===== config.mk =====
export PLATFORM = sky130hd
export DESIGN_NAME = spm_find_first
export DESIGN_NICKNAME = d
export VERILOG_FILES = /design/src/hw/rtl/spm_pkg.sv /design/src/hw/rtl/spm_find_first.sv
export SDC_FILE = /design/constraint.sdc
export NUM_CORES = 1
export LEC_CHECK = 0
export ABC_AREA = 1
export BUFFER_PORTS_ARGS = -buffer_cell sky130_fd_sc_hd__buf_2
export CORE_MARGIN = 1
export CORE_UTILIZATION = 35
export DETAILED_ROUTE_END_ITERATION = 16
export GPL_TIMING_DRIVEN = 0
export PLACE_DENSITY = 0.68
export SLEW_MARGIN = 40
export SYNTH_ARGS = -nofsm -noshare
export SYNTH_HDL_FRONTEND = slang
export SYNTH_SLANG_ARGS = --single-unit

===== constraint.sdc =====
create_clock -name vclk -period 3
set_input_delay 0.6 -clock vclk [all_inputs]
set_output_delay 0.6 -clock vclk [all_outputs]
set_load 0.01 [all_outputs]

===== src/hw/rtl/spm_pkg.sv =====
// Package: constants, codes, types and the default-action table of the signal unit.
package spm_pkg;

  // Number of signals handled by the unit (32..64)
  localparam int unsigned SigCount = 64;
  localparam int unsigned SigIdxW  = $clog2(SigCount);

  localparam int unsigned CmdW     = 3;
  localparam int unsigned SigNumW  = 8;
  localparam int unsigned SigOutW  = 7;
  localparam int unsigned WordW    = 64;
  localparam int unsigned ActW     = 3;

  localparam logic [SigNumW-1:0] SigKill = SigNumW'(9);
  localparam logic [SigNumW-1:0] SigStop = SigNumW'(19);

  typedef logic [SigCount-1:0] sig_set_t;

  localparam sig_set_t OneBit      = sig_set_t'(1);
  localparam sig_set_t Unblockable = (OneBit << (SigKill - 1)) | (OneBit << (SigStop - 1));

  // Status codes
  localparam logic StatusOk    = 1'b0;
  localparam logic StatusInval = 1'b1;

  typedef enum logic [CmdW-1:0] {
    CMD_SEND    = 3'd0,
    CMD_HANDLER = 3'd1,
    CMD_BLOCK   = 3'd2,
    CMD_UNBLOCK = 3'd3,
    CMD_SETMASK = 3'd4,
    CMD_DELIVER = 3'd5
  } cmd_e;

  typedef enum logic [ActW-1:0] {
    ACT_NONE    = 3'd0,
    ACT_IGNORED = 3'd1,
    ACT_TERM    = 3'd2,
    ACT_STOP    = 3'd3,
    ACT_CONT    = 3'd4,
    ACT_DEF_IGN = 3'd5,
    ACT_HANDLER = 3'd6
  } action_e;

  typedef enum logic [1:0] {
    ST_IDLE,
    ST_EXEC,
    ST_SCAN,
    ST_FETCH
  } state_e;

  // Handler words with a special meaning
  localparam logic [WordW-1:0] HandlerDefault = WordW'(0);
  localparam logic [WordW-1:0] HandlerIgnore  = WordW'(1);

  // Registered response
  typedef struct packed {
    logic               status;
    action_e            action;
    logic [SigOutW-1:0] sig;
    logic [WordW-1:0]   handler;
    logic [WordW-1:0]   old;
    logic               last;
  } rsp_t;

  // Default disposition per signal number (Linux numbering)
  function automatic action_e default_action(input logic [SigOutW-1:0] sig);
    action_e act;
    case (sig)
      7'd3, 7'd4, 7'd6, 7'd7, 7'd8, 7'd9, 7'd11, 7'd15: act = ACT_TERM;
      7'd19, 7'd20, 7'd21, 7'd22:                      act = ACT_STOP;
      7'd18:                                           act = ACT_CONT;
      default:                                         act = ACT_DEF_IGN;
    endcase
    return act;
  endfunction

endpackage


===== src/hw/rtl/spm_find_first.sv =====
// Lowest-set-bit finder over a signal set, two levels of eight.
module spm_find_first
  import spm_pkg::*;
(
  input  sig_set_t           vec_i,
  output logic               found_o,
  output logic [SigIdxW-1:0] idx_o
);

  logic [63:0] padded;
  logic [7:0]  grp_any;
  logic [2:0]  grp_sel;
  logic [7:0]  grp_bits;
  logic [2:0]  bit_sel;

  always_comb begin
    padded = 64'(vec_i);
    for (int g = 0; g < 8; g++) begin
      grp_any[g] = |padded[g*8 +: 8];
    end
    // Pick lowest nonempty group
    grp_sel = 3'd0;
    for (int g = 7; g >= 0; g--) begin
      if (grp_any[g]) begin
        grp_sel = 3'(g);
      end
    end
    grp_bits = padded[grp_sel*8 +: 8];
    // Pick lowest bit inside it
    bit_sel = 3'd0;
    for (int b = 7; b >= 0; b--) begin
      if (grp_bits[b]) begin
        bit_sel = 3'(b);
      end
    end
  end

  assign found_o = |grp_any;
  assign idx_o   = SigIdxW'({grp_sel, bit_sel});

endmodule


# Word-level counts from Yosys, hierarchy flattened

Cells that the tools add are included.

Flip-flop bits (word level): 0
Input port bits: 64
Output and inout bits: 7
Logic and storage cells: 26

Shifts and indexed selects: 1
Mux-type cells: 16
Reductions and logical operators: 9

Operators with widths:

| kind              | number |
|---|---|
| $reduce_or A64 Y1 | 1 |
| $reduce_or A8 Y1  | 8 |
| $shiftx A64 B7 Y8 | 1 |
| $mux W3           | 16 |

# Depth between registers and ports, before layout

Word-level depth: 18
Depth in mapped cells: 23
Gate-level depth less buffers: 22

# Least setup slack after synthesis

Ideal clock, no wire load.

Path kind: input -> output
Start: input vec_i[19]
End: output idx_o[1]
Arrival: 2.127 ns
Data required time: 2.400 ns
Setup slack: 0.273 ns
Stages: 13
Buffers on the path: 1
Path through: nor4_1 -> and2_2 -> nand2_2 -> nand2_4 -> nand2_8 -> inv_4 -> buf_8 -> nand2_2 -> o211ai_2 -> o21ai_1 -> o21ai_2 -> nand3_2 -> a21oi_1

Cells in the longest elaborated chain, start to end: 13

RTL lines:

| element                 | line                 | text |
|---|---|---|
| start: declaration      | spm_find_first.sv:5  | `input sig_set_t vec_i,` |
| $reduce_or A8 Y1 *      | spm_find_first.sv:19 | `grp_any[g] = \|padded[g*8 +: 8];` |
| $mux W3 * (3 in series) | spm_find_first.sv:24 | `if (grp_any[g]) begin` |
| via idx_o[3]            | spm_find_first.sv:7  | `output logic [SigIdxW-1:0] idx_o` |
| $shiftx A64 B7 Y8 *     | spm_find_first.sv:28 | `grp_bits = padded[grp_sel*8 +: 8];` |
| $mux W3 (7 in series)   | spm_find_first.sv:32 | `if (grp_bits[b]) begin` |
| $mux W3 *               | spm_find_first.sv:32 |  |
| end: declaration        | spm_find_first.sv:7  |  |

Mark *: on every way through the listed nets, which the timed path passes. The rest lies on a longest branch.

# Final worst setup path

Start: input vec_i[57]
End: output idx_o[1]

Cells in the longest elaborated chain, start to end: 18

RTL lines:

| element               | line |
|---|---|
| $reduce_or A8 Y1      | spm_find_first.sv:19 |
| $mux W3 (8 in series) | spm_find_first.sv:24 |
| $shiftx A64 B7 Y8 *   | spm_find_first.sv:28 |
| $mux W3 (7 in series) | spm_find_first.sv:32 |
| $mux W3 *             | spm_find_first.sv:32 |

Every way passes the cells marked *; elsewhere a longest branch is shown, timed or not.

==> metrics <==
outcome=finished with violations; failing checks=negative setup slack; WP data required=2.40 ns; period utilization=102%; share of cells above drive strength 1=44.6%; Final Max Tran Viols=0; post-DR vias/cell=approximately 4.7; fin util=56.0%; P_leak=0.000902 µW; post-synthesis cell type count=34; Fill cells=351; First-pass DRT Iterations=4; largest net degree at the start of global routing=11; Slew @ Worst Pin=roughly 0.31 ns; placed cells=335; grt met3 use=0%; DIE HEIGHT=58.9 µm; Period minus WS final=a little over 3 ns; Final Non-Filler Cells=between 300 and 400; worst rel slew slack=79.1%; VDD IR max=between 20 and 30 µV; met1 usage=30.4%; aggregate routed wire length=3770 µm; RSZ-0062 raised after global routing=yes; All-Layer GR Usage=22.1%; Tightest Hold Check Type=in -> out; Die X=roughly 59 µm; io pins=71; crit path max fanout=10; Post-Syn Area per Cell=5.15 µm²; endpoints failing hold=0; hold_buf cts=0; DRC viols=0; synthesized area=1130 µm²; startpoint class of the critical path=input port; area delta synth->final=50.9%; gr ovfl total=0; first-pass GRT wire length=just over 6000 µm; Initial Util=37.1%; row count=20; max frequency=328 MHz; Vias=~1600; Cells after Synth=220; final setup fails=3; layout clock buffer count=0; vias in the first global route=1453; Final HPWL DP=3070 µm; routed length per instance=11.0 µm; DRT iter0 DRCs=50; ant diodes=0; initial antenna violation count=0; PD cells=about 72 nW/µm²; Final GP Congestion=0.829; Synth Net Count=roughly 280; Reg area=0 µm²; post-layout worst setup margin=-0.0459 ns; nets@finish=364; Worst EP arrival=2.45 ns; total core area=3050 µm²; max_cap viols=0; most frequent cells in the layout=buf_2 (71), nand2_1 (55), nor2_1 (34); register area share after synthesis=0%; gr busiest metal=met2; Worst Path Class, Setup=in -> out; most common cell after layout, fill and taps aside=buf_2; Final ANT Viol Nets=0; Critical Path End Type=output port; die area=3470 µm²; port bufs=71; Synth Warn #=0; M2 GR Usage=about two fifths; FF+latch count=0
final timing paths:
kind | cells past startpoint | start | slack (ns) | to
worst max-delay path | 20 | vec_i[57] | -0.05 | idx_o[1]
worst min-delay path | 5 | vec_i[0] | 1.59 | idx_o[0]
cell usage after synthesis, types with 2 or more instances:
cell type / n / area, µm²
nor2_2: 9 / 56.3
inv_1: 29 / 109
nand2_1: 56 / 210
nor2_1: 35 / 131
o21ai_2: 5 / 43.8
nand3_1: 31 / 155
o21ai_0: 2 / 10.0
a21oi_2: 3 / 26.3
nor3_1: 2 / 10.0
nand2_4: 2 / 22.5
nand2_2: 4 / 25.0
inv_2: 4 / 15.0
o211ai_1: 3 / 22.5
nand4_1: 2 / 12.5
inv_4: 2 / 12.5
buf_6: 5 / 56.3
nor4_1: 4 / 25.0
o21ai_1: 6 / 30.0
power by group:
| part | total [µW] | switching, µW | internal, µW |
|---|---|---|---|
| combinational | 123 | 63.8 | 59.6 |
| sequential | 0 | 0 | 0 |
| clock | 0 | 0 | 0 |
| total | 123 | 63.8 | 59.6 |
per-stage QoR:
step	power, µW	area (µm²)	setup TNS (ns)	hold slack (ns)	setup slack (ns)
after CTS	122	1670	-0.0759	1.58	-0.0354
after global routing	139	1710	-0.767	1.63	-0.275
after global placement	111	1540	-0.556	1.57	-0.202
after detailed placement	112	1540	-0.592	1.57	-0.212
final	123	1710	-0.121	1.59	-0.0459
after floorplan	52.8	1130	0	1.33	0.273
layout make-up:
type	count	area (µm²)	share of cell area, %
inverter	36	141	8.27
buffer	6	86.3	5.05
tap	44	55.1	3.22
multi-input combinational	178	1000	58.6
timing repair buffer	78	425	24.9
per-layer routing:
metal	wire length (µm)	share of wire [%]
met5	0	0
met4	0	0
met3	190	5.0
met2	1870	50
met1	1710	45
worst max-delay path, stage by stage:
cell	delay, ns
buf_2	0.10
inv_2	0.05
nand2_1	0.05
nor2_2	0.12
nand2_1	0.07
nand2_1	0.06
nand2_1	0.05
nand2_1	0.06
nand2_1	0.06
nand2_2	0.07
nand2_4	0.07
nand2_8	0.09
inv_4	0.06
buf_8	0.14
nor2_1	0.09
a211oi_1	0.05
o21ai_1	0.24
nand3_2	0.14
a21oi_2	0.12
buf_2	0.13
cell families (layout without fill, tap and decap cells):
kind of cell | Yosys count | after routing | share of synthesized area [%]
AO/OA/AOI/OAI | 24 | 24 | 16.0
buffers and inverters | 42 | 120 | 18.8
AND/OR/NAND/NOR | 154 | 154 | 65.2
timing repair:
action / in CTS / in global routing
pin swaps: 6 / 5
gates resized for setup: 15 / 4
setup buffers: 6 / 0
gates cloned: 0 / 1
setup endpoints to repair: 3 / 3
No activity file was read; power rests on OpenSTA's default activity.
