[src/hw/rtl/spm_pkg.sv]
// Package: constants, codes, types and the default-action table of the signal unit.
package spm_pkg;

  // Number of signals handled by the unit (32..64)
  localparam int unsigned SigCount = 64;
  localparam int unsigned SigIdxW  = $clog2(SigCount);

  localparam int unsigned CmdW     = 3;
  localparam int unsigned SigNumW  = 8;
  localparam int unsigned SigOutW  = 7;
  localparam int unsigned WordW    = 64;
  localparam int unsigned ActW     = 3;

  localparam logic [SigNumW-1:0] SigKill = SigNumW'(9);
  localparam logic [SigNumW-1:0] SigStop = SigNumW'(19);

  typedef logic [SigCount-1:0] sig_set_t;

  localparam sig_set_t OneBit      = sig_set_t'(1);
  localparam sig_set_t Unblockable = (OneBit << (SigKill - 1)) | (OneBit << (SigStop - 1));

  // Status codes
  localparam logic StatusOk    = 1'b0;
  localparam logic StatusInval = 1'b1;

  typedef enum logic [CmdW-1:0] {
    CMD_SEND    = 3'd0,
    CMD_HANDLER = 3'd1,
    CMD_BLOCK   = 3'd2,
    CMD_UNBLOCK = 3'd3,
    CMD_SETMASK = 3'd4,
    CMD_DELIVER = 3'd5
  } cmd_e;

  typedef enum logic [ActW-1:0] {
    ACT_NONE    = 3'd0,
    ACT_IGNORED = 3'd1,
    ACT_TERM    = 3'd2,
    ACT_STOP    = 3'd3,
    ACT_CONT    = 3'd4,
    ACT_DEF_IGN = 3'd5,
    ACT_HANDLER = 3'd6
  } action_e;

  typedef enum logic [1:0] {
    ST_IDLE,
    ST_EXEC,
    ST_SCAN,
    ST_FETCH
  } state_e;

  // Handler words with a special meaning
  localparam logic [WordW-1:0] HandlerDefault = WordW'(0);
  localparam logic [WordW-1:0] HandlerIgnore  = WordW'(1);

  // Registered response
  typedef struct packed {
    logic               status;
    action_e            action;
    logic [SigOutW-1:0] sig;
    logic [WordW-1:0]   handler;
    logic [WordW-1:0]   old;
    logic               last;
  } rsp_t;

  // Default disposition per signal number (Linux numbering)
  function automatic action_e default_action(input logic [SigOutW-1:0] sig);
    action_e act;
    case (sig)
      7'd3, 7'd4, 7'd6, 7'd7, 7'd8, 7'd9, 7'd11, 7'd15: act = ACT_TERM;
      7'd19, 7'd20, 7'd21, 7'd22:                      act = ACT_STOP;
      7'd18:                                           act = ACT_CONT;
      default:                                         act = ACT_DEF_IGN;
    endcase
    return act;
  endfunction

endpackage

[src/hw/rtl/spm_handler_mem.sv]
// Handler store: synchronous RAM with registered read and per-entry valid bits.
module spm_handler_mem
  import spm_pkg::*;
(
  input  logic               clk_i,
  input  logic               rst_ni,
  input  logic               rd_en_i,
  input  logic [SigIdxW-1:0] rd_addr_i,
  output logic [WordW-1:0]   rd_data_o,
  input  logic               wr_en_i,
  input  logic [SigIdxW-1:0] wr_addr_i,
  input  logic [WordW-1:0]   wr_data_i
);

  logic [WordW-1:0] mem [SigCount];
  logic [SigCount-1:0] valid_q;
  logic [WordW-1:0] rd_data_q;
  logic             rd_valid_q;

  // Valid bits: an entry never written reads as the default handler
  always_ff @(posedge clk_i or negedge rst_ni) begin
    if (!rst_ni) begin
      valid_q    <= '0;
      rd_valid_q <= 1'b0;
    end else begin
      if (wr_en_i) begin
        valid_q[wr_addr_i] <= 1'b1;
      end
      if (rd_en_i) begin
        rd_valid_q <= valid_q[rd_addr_i];
      end
    end
  end

  // Array write and registered read
  always_ff @(posedge clk_i) begin
    if (wr_en_i) begin
      mem[wr_addr_i] <= wr_data_i;
    end
    if (rd_en_i) begin
      rd_data_q <= mem[rd_addr_i];
    end
  end

  assign rd_data_o = rd_valid_q ? rd_data_q : HandlerDefault;

endmodule

[config.mk]
export PLATFORM = sky130hd
export DESIGN_NAME = spm_handler_mem
export DESIGN_NICKNAME = d
export VERILOG_FILES = /design/src/hw/rtl/spm_pkg.sv /design/src/hw/rtl/spm_handler_mem.sv
export SDC_FILE = /design/constraint.sdc
export NUM_CORES = 2
export LEC_CHECK = 0
export ABC_CLOCK_PERIOD_IN_PS = 5200
export BUFFER_PORTS_ARGS = -buffer_cell sky130_fd_sc_hd__buf_4
export CAP_MARGIN = 20
export CORE_MARGIN = 10
export CORE_UTILIZATION = 54
export DETAILED_ROUTE_END_ITERATION = 12
export PLACE_DENSITY = 0.67
export SKIP_CTS_REPAIR_TIMING = 1
export SLEW_MARGIN = 20
export SYNTH_ARGS = -nofsm -noshare
export SYNTH_HDL_FRONTEND = slang
export SYNTH_SLANG_ARGS = --single-unit
[constraint.sdc]
create_clock -name clk_i -period 5.2 [get_ports clk_i]
set_input_delay 0.78 -clock clk_i [delete_from_list [all_inputs] [get_ports clk_i]]
set_output_delay 0.78 -clock clk_i [all_outputs]
set_load 0.02 [all_outputs]
Word-level counts from Yosys, hierarchy flattened
Memories as Yosys holds them, arrays and structs flattened. A register that Yosys moved wholly into a read port is not among the register bits.
Cells that the tools add are included.
Storage, ports and cells
  flip-flop bits (word level): 65
  latch bits: 0
  RAM bits: 4096
  memory bits (read-only): 0
  bits of input ports: 80
  output and inout bits: 64
  word-level logic and storage cells: 15
  memories kept: 1
Memory list
  mem: words 64, bits a word 64, read ports 1, clocked after memory_dff 1, write ports 1, RTL line spm_handler_mem.sv:15  | logic [WordW-1:0] mem [SigCount];
Cells by class
  $add $sub $neg: 0
  $mul: 0
  divide/modulo/power cells: 0
  order comparisons: 3
  equality and inequality tests: 0
  shift operators: 0
  muxes and demuxes: 7
  bitwise gates (word level): 1
  reductions and logical operators: 1
Operator list (number)
  $mux W64: 1
  $or A64 B64 Y64: 1
  $lt A6 B7 Y1 const B: 2
  $bmux W1 S6: 1
  $demux W1 S6: 1
  $ge A6 B1 Y1 const B: 1
  $mux W1: 4
  $logic_and A1 B1 Y1: 1

Longest topological paths before layout
  depth in word-level cells: 5
  gate-level depth with buffers: 9
  gate-level depth less buffers: 5

Least setup slack after synthesis
OpenSTA, ideal clock, no wires.
  kind: input to register
  from: input wr_addr_i[3]
  to: register valid_q[48]
  library setup time: 0.092 ns
  data arrival time: 6.316 ns
  required time: 5.108 ns
  setup slack: -1.208 ns
  stages on the path: 5
  path buffers: 1
  cell sequence: clkbuf_1 nand4b_1 or2_2 nor3_1 or2_2
Between the ends
  word-level cells in the longest chain between the ends: 5
  elaborated cells on any way between the ends: 6
  classes of those cells: order compare (2); mux (2); bitwise (1); reduce/logical (1)
RTL lines
  from (decl): RTL line spm_handler_mem.sv:11  | input logic [SigIdxW-1:0] wr_addr_i,
  $lt A6 B7 Y1 (implied by the code) / $ge A6 B1 Y1 (equally long branches): RTL line spm_handler_mem.sv:27  | valid_q[wr_addr_i] <= 1'b1;
  $logic_and A1 B1 Y1 (implied by the code): RTL line spm_handler_mem.sv:27
  $mux W1 (implied by the code): RTL line spm_handler_mem.sv:27
  $demux W1 S6 *: RTL line spm_handler_mem.sv:27
  $or A64 B64 Y64 (no line) *
  to (signal assigned): RTL line spm_handler_mem.sv:23  | valid_q <= '0;
  to (signal, indexed assignment): RTL line spm_handler_mem.sv:27
  to (decl): RTL line spm_handler_mem.sv:16  | logic [SigCount-1:0] valid_q;
Every way passes the cells marked *; elsewhere a longest branch is shown, timed or not.
A chain may end at the register's enable or synchronous reset.

Final worst setup path
  from: register rd_valid_q
  to: output rd_data_o[22]
Between the ends
  word-level cells in the longest chain between the ends: 1
RTL lines
  from (decl): RTL line spm_handler_mem.sv:18  | logic rd_valid_q;
  from (signal assigned): RTL line spm_handler_mem.sv:30  | rd_valid_q <= valid_q[rd_addr_i];
  $mux W64: RTL line spm_handler_mem.sv:45  | assign rd_data_o = rd_valid_q ? rd_data_q : HandlerDefault;
  to (decl): RTL line spm_handler_mem.sv:9  | output logic [WordW-1:0] rd_data_o,
Every way passes these cells.

==> results.json <==
{
  "comb_power_share_pct": 4.8,
  "syn_area_per_cell_sq_um": 25.32,
  "crit_family": "flip-flops",
  "syn_inst": 6310,
  "nets": 6897,
  "drt_wl_total_microns": 424900,
  "outcome": "complete, no violations",
  "period_share_pct": 64.71,
  "drive_above_1_share_pct": 33.91,
  "ff2ff_setup_slack_ps": 2960,
  "globalRouteOverflowTotal": 0,
  "cts_tree": "built",
  "grt_max_degree": 79,
  "hold_violations": 0,
  "fin_setup_tns_ps": 0,
  "core_region_area_sq_um": 294300,
  "critPathBufInv": 1,
  "crit_required_ps": 4420,
  "switching_power_mw": 14.60,
  "arrival_ps": 2580,
  "clkSlewWorstSetupHoldPaths_ps": 60,
  "drv_cap": 0,
  "htree_levels": 5,
  "syn-num-nets": 6390,
  "tightest_slew_ps": 1139,
  "pwr-share-clk_pct": 41.7,
  "setup_viol": 0,
  "slowest_delay_ps": 1040,
  "min_from": "rd_addr_i[3]",
  "timing.rr.start": "mem[63][50]",
  "start_util_pct": 54.29,
  "ir_drop_v": 0.0002739,
  "fp.dieH_microns": 563.9,
  "worstReg2RegEnd": "rd_data_q[50]",
  "period_minus_slack_ps": 3365,
  "gp_congestion": 0.7700,
  "switching_share_pct": 20.57,
  "chipWidth_microns": 563.9,
  "grt_pass1_wl_microns": 594800,
  "seq_area_frac_synth_pct": 79.20,
  "syn_area_sq_um": 159800,
  "min_to": "rd_valid_q",
  "final_core_util_pct": 61.77,
  "ioPinCount": 144,
  "cp_slowest_cell": "dfrtp_4",
  "worstRegToRegCells": 4,
  "max_freq_mhz": 297.2,
  "async_flop_share_pct": 1.538,
  "power.density_nw_per_um2": 390.4,
  "crit_path_cell_trace": "and2_1, buf_4",
  "antenna_found_initial": 27,
  "rsz0062_at_grt": "no",
  "holdWs_ps": 144.5,
  "dp_hpwl_microns": 221500,
  "setup.worst_path.class": "reg -> out",
  "dieArea_sq_um": 318000,
  "route.vias.total": 75030,
  "ys_seq_elements": 4225,
  "hold_class": "in -> reg",
  "drt-initial-drc-count": 10730,
  "drtAntennaViolNets": 0,
  "port_buffers": 143,
  "internal_power_mw": 56.38,
  "syn_to_final_growth_pct": 13.78,
  "cts_sinks": 4225,
  "fillCellCount": 19430,
  "grtUsageTotal_pct": 26.59,
  "yosysWarningCount": 0,
  "ys.flop_type": "edfxtp_1",
  "post_drt_via_cell_ratio": 6.766,
  "setup.worst_path.start_class": "register",
  "p_leak_nw": 56.92,
  "hold_depth": 2,
  "clock_path_buffers": 4,
  "slew_headroom_pct": 24.06,
  "wl_per_cell_microns": 38.32,
  "seqPwrFrac_pct": 53.5,
  "num_rows": 199,
  "cp_max_fo": 66,
  "grt_pass1_vias": 75630,
  "skew_ps": 43.54,
  "ys_types": 29,
  "cts_root_buffer": "clkbuf_16",
  "end_kind": "output pin",
  "first_pass_iters": 5,
  "synth-edff-count": 4160,
  "p_total_mw": 70.97,
  "drc": 0,
  "slew_violations": 0,
  "layout_common_cells": "edfxtp_1, mux4_2, clkbuf_16, buf_4, a22oi_1",
  "dp_worst_setup_slack_ps": 1260,
  "final_common_cell": "edfxtp_1",
  "fin_ws_ps": 1835,
  "numCtsBuffers": 408,
  "clkLatencyLatePin_ps": 950
}
## worst register-to-register path: stages, from the launching register on
cell and delay (ps):
edfxtp_1 350, mux4_2 490, mux4_2 490, a22oi_1 350, nand2_1 260
## metrics by stage
step | cells | area, sq um
2_1_floorplan | 6310 | 159800
4_1_cts | 11080 | 181800
5_1_grt | 11080 | 181800
3_5_place_dp | 10330 | 168400
6_report | 11090 | 181800
3_3_place_gp | 10320 | 168300
## per-layer routing
layer  track usage [%]  part of all wire [%]
met1             37.58                    37
met2             42.94                    49
met3             5.090                    10
met4             8.079                   3.5
met5                 0                 0.018
## cell type report
| type | count | area [sq um] | share of cell area (%) |
|---|---|---|---|
| Sequential cell | 4225 | 126600 | 69.61 |
| Multi-Input combinational cell | 1748 | 32300 | 17.77 |
| Clock buffer | 486 | 10650 | 5.859 |
| Tap cell | 3919 | 4903 | 2.697 |
| Timing Repair Buffer | 431 | 4651 | 2.558 |
| Clock inverter | 265 | 2696 | 1.483 |
| Antenna cell | 12 | 30.03 | 0.01652 |
| Inverter | 3 | 11.26 | 0.006194 |
## power by group through the flow
stage	clock, mW	combinational [mW]	sequential (mW)
after floorplan	0	2.02	38.6
after global placement	0	3.34	38.7
after detailed placement	0	3.41	38.7
after CTS	29.9	3.42	38.0
after global routing	31.3	3.59	38.0
final	29.6	3.38	38.0
## sequential cells by signal, indices dropped and copies added (netlist names)
register	flops
valid_q	64
mem	4096
rd_data_q	64
rd_valid_q	1
## cells by family after synthesis
family / after synthesis / synth area share [%]
flip-flops: 4225 / 79.20
multiplexers: 1309 / 18.30
buffers and inverters: 337 / 0.8998
AND/OR/NAND/NOR: 300 / 0.9476
AO/OA/AOI/OAI: 139 / 0.6531
## synthesized netlist by cell type (4+ instances only)
master,number,area (sq um)
a22oi_1,132,991.0
and2_1,65,406.6
buf_1,36,135.1
buf_2,111,555.5
buf_6,4,45.04
clkbuf_1,182,683.2
dfrtp_1,65,1627
edfxtp_1,4160,124900
mux2i_1,20,200.2
mux4_2,1289,29030
nand2_1,74,277.8
nand3_1,10,50.05
nor2_1,68,255.2
nor2b_1,7,43.79
or2_2,65,406.6
## worst max path at each step
stage | from | endpoint | slack [ps] | cells past startpoint
final | rd_valid_q | rd_data_o[22] | 1840 | 2
after global routing | rd_valid_q | rd_data_o[22] | 1810 | 2
after CTS | rd_valid_q | rd_data_o[22] | 1810 | 2
after floorplan | wr_addr_i[3] | mem[10][0] | 400 | 4
after global placement | rd_addr_i[0] | rd_data_q[40] | 1250 | 7
after detailed placement | rd_addr_i[0] | rd_data_q[40] | 1260 | 7
(Power assumes the default switching activity.)
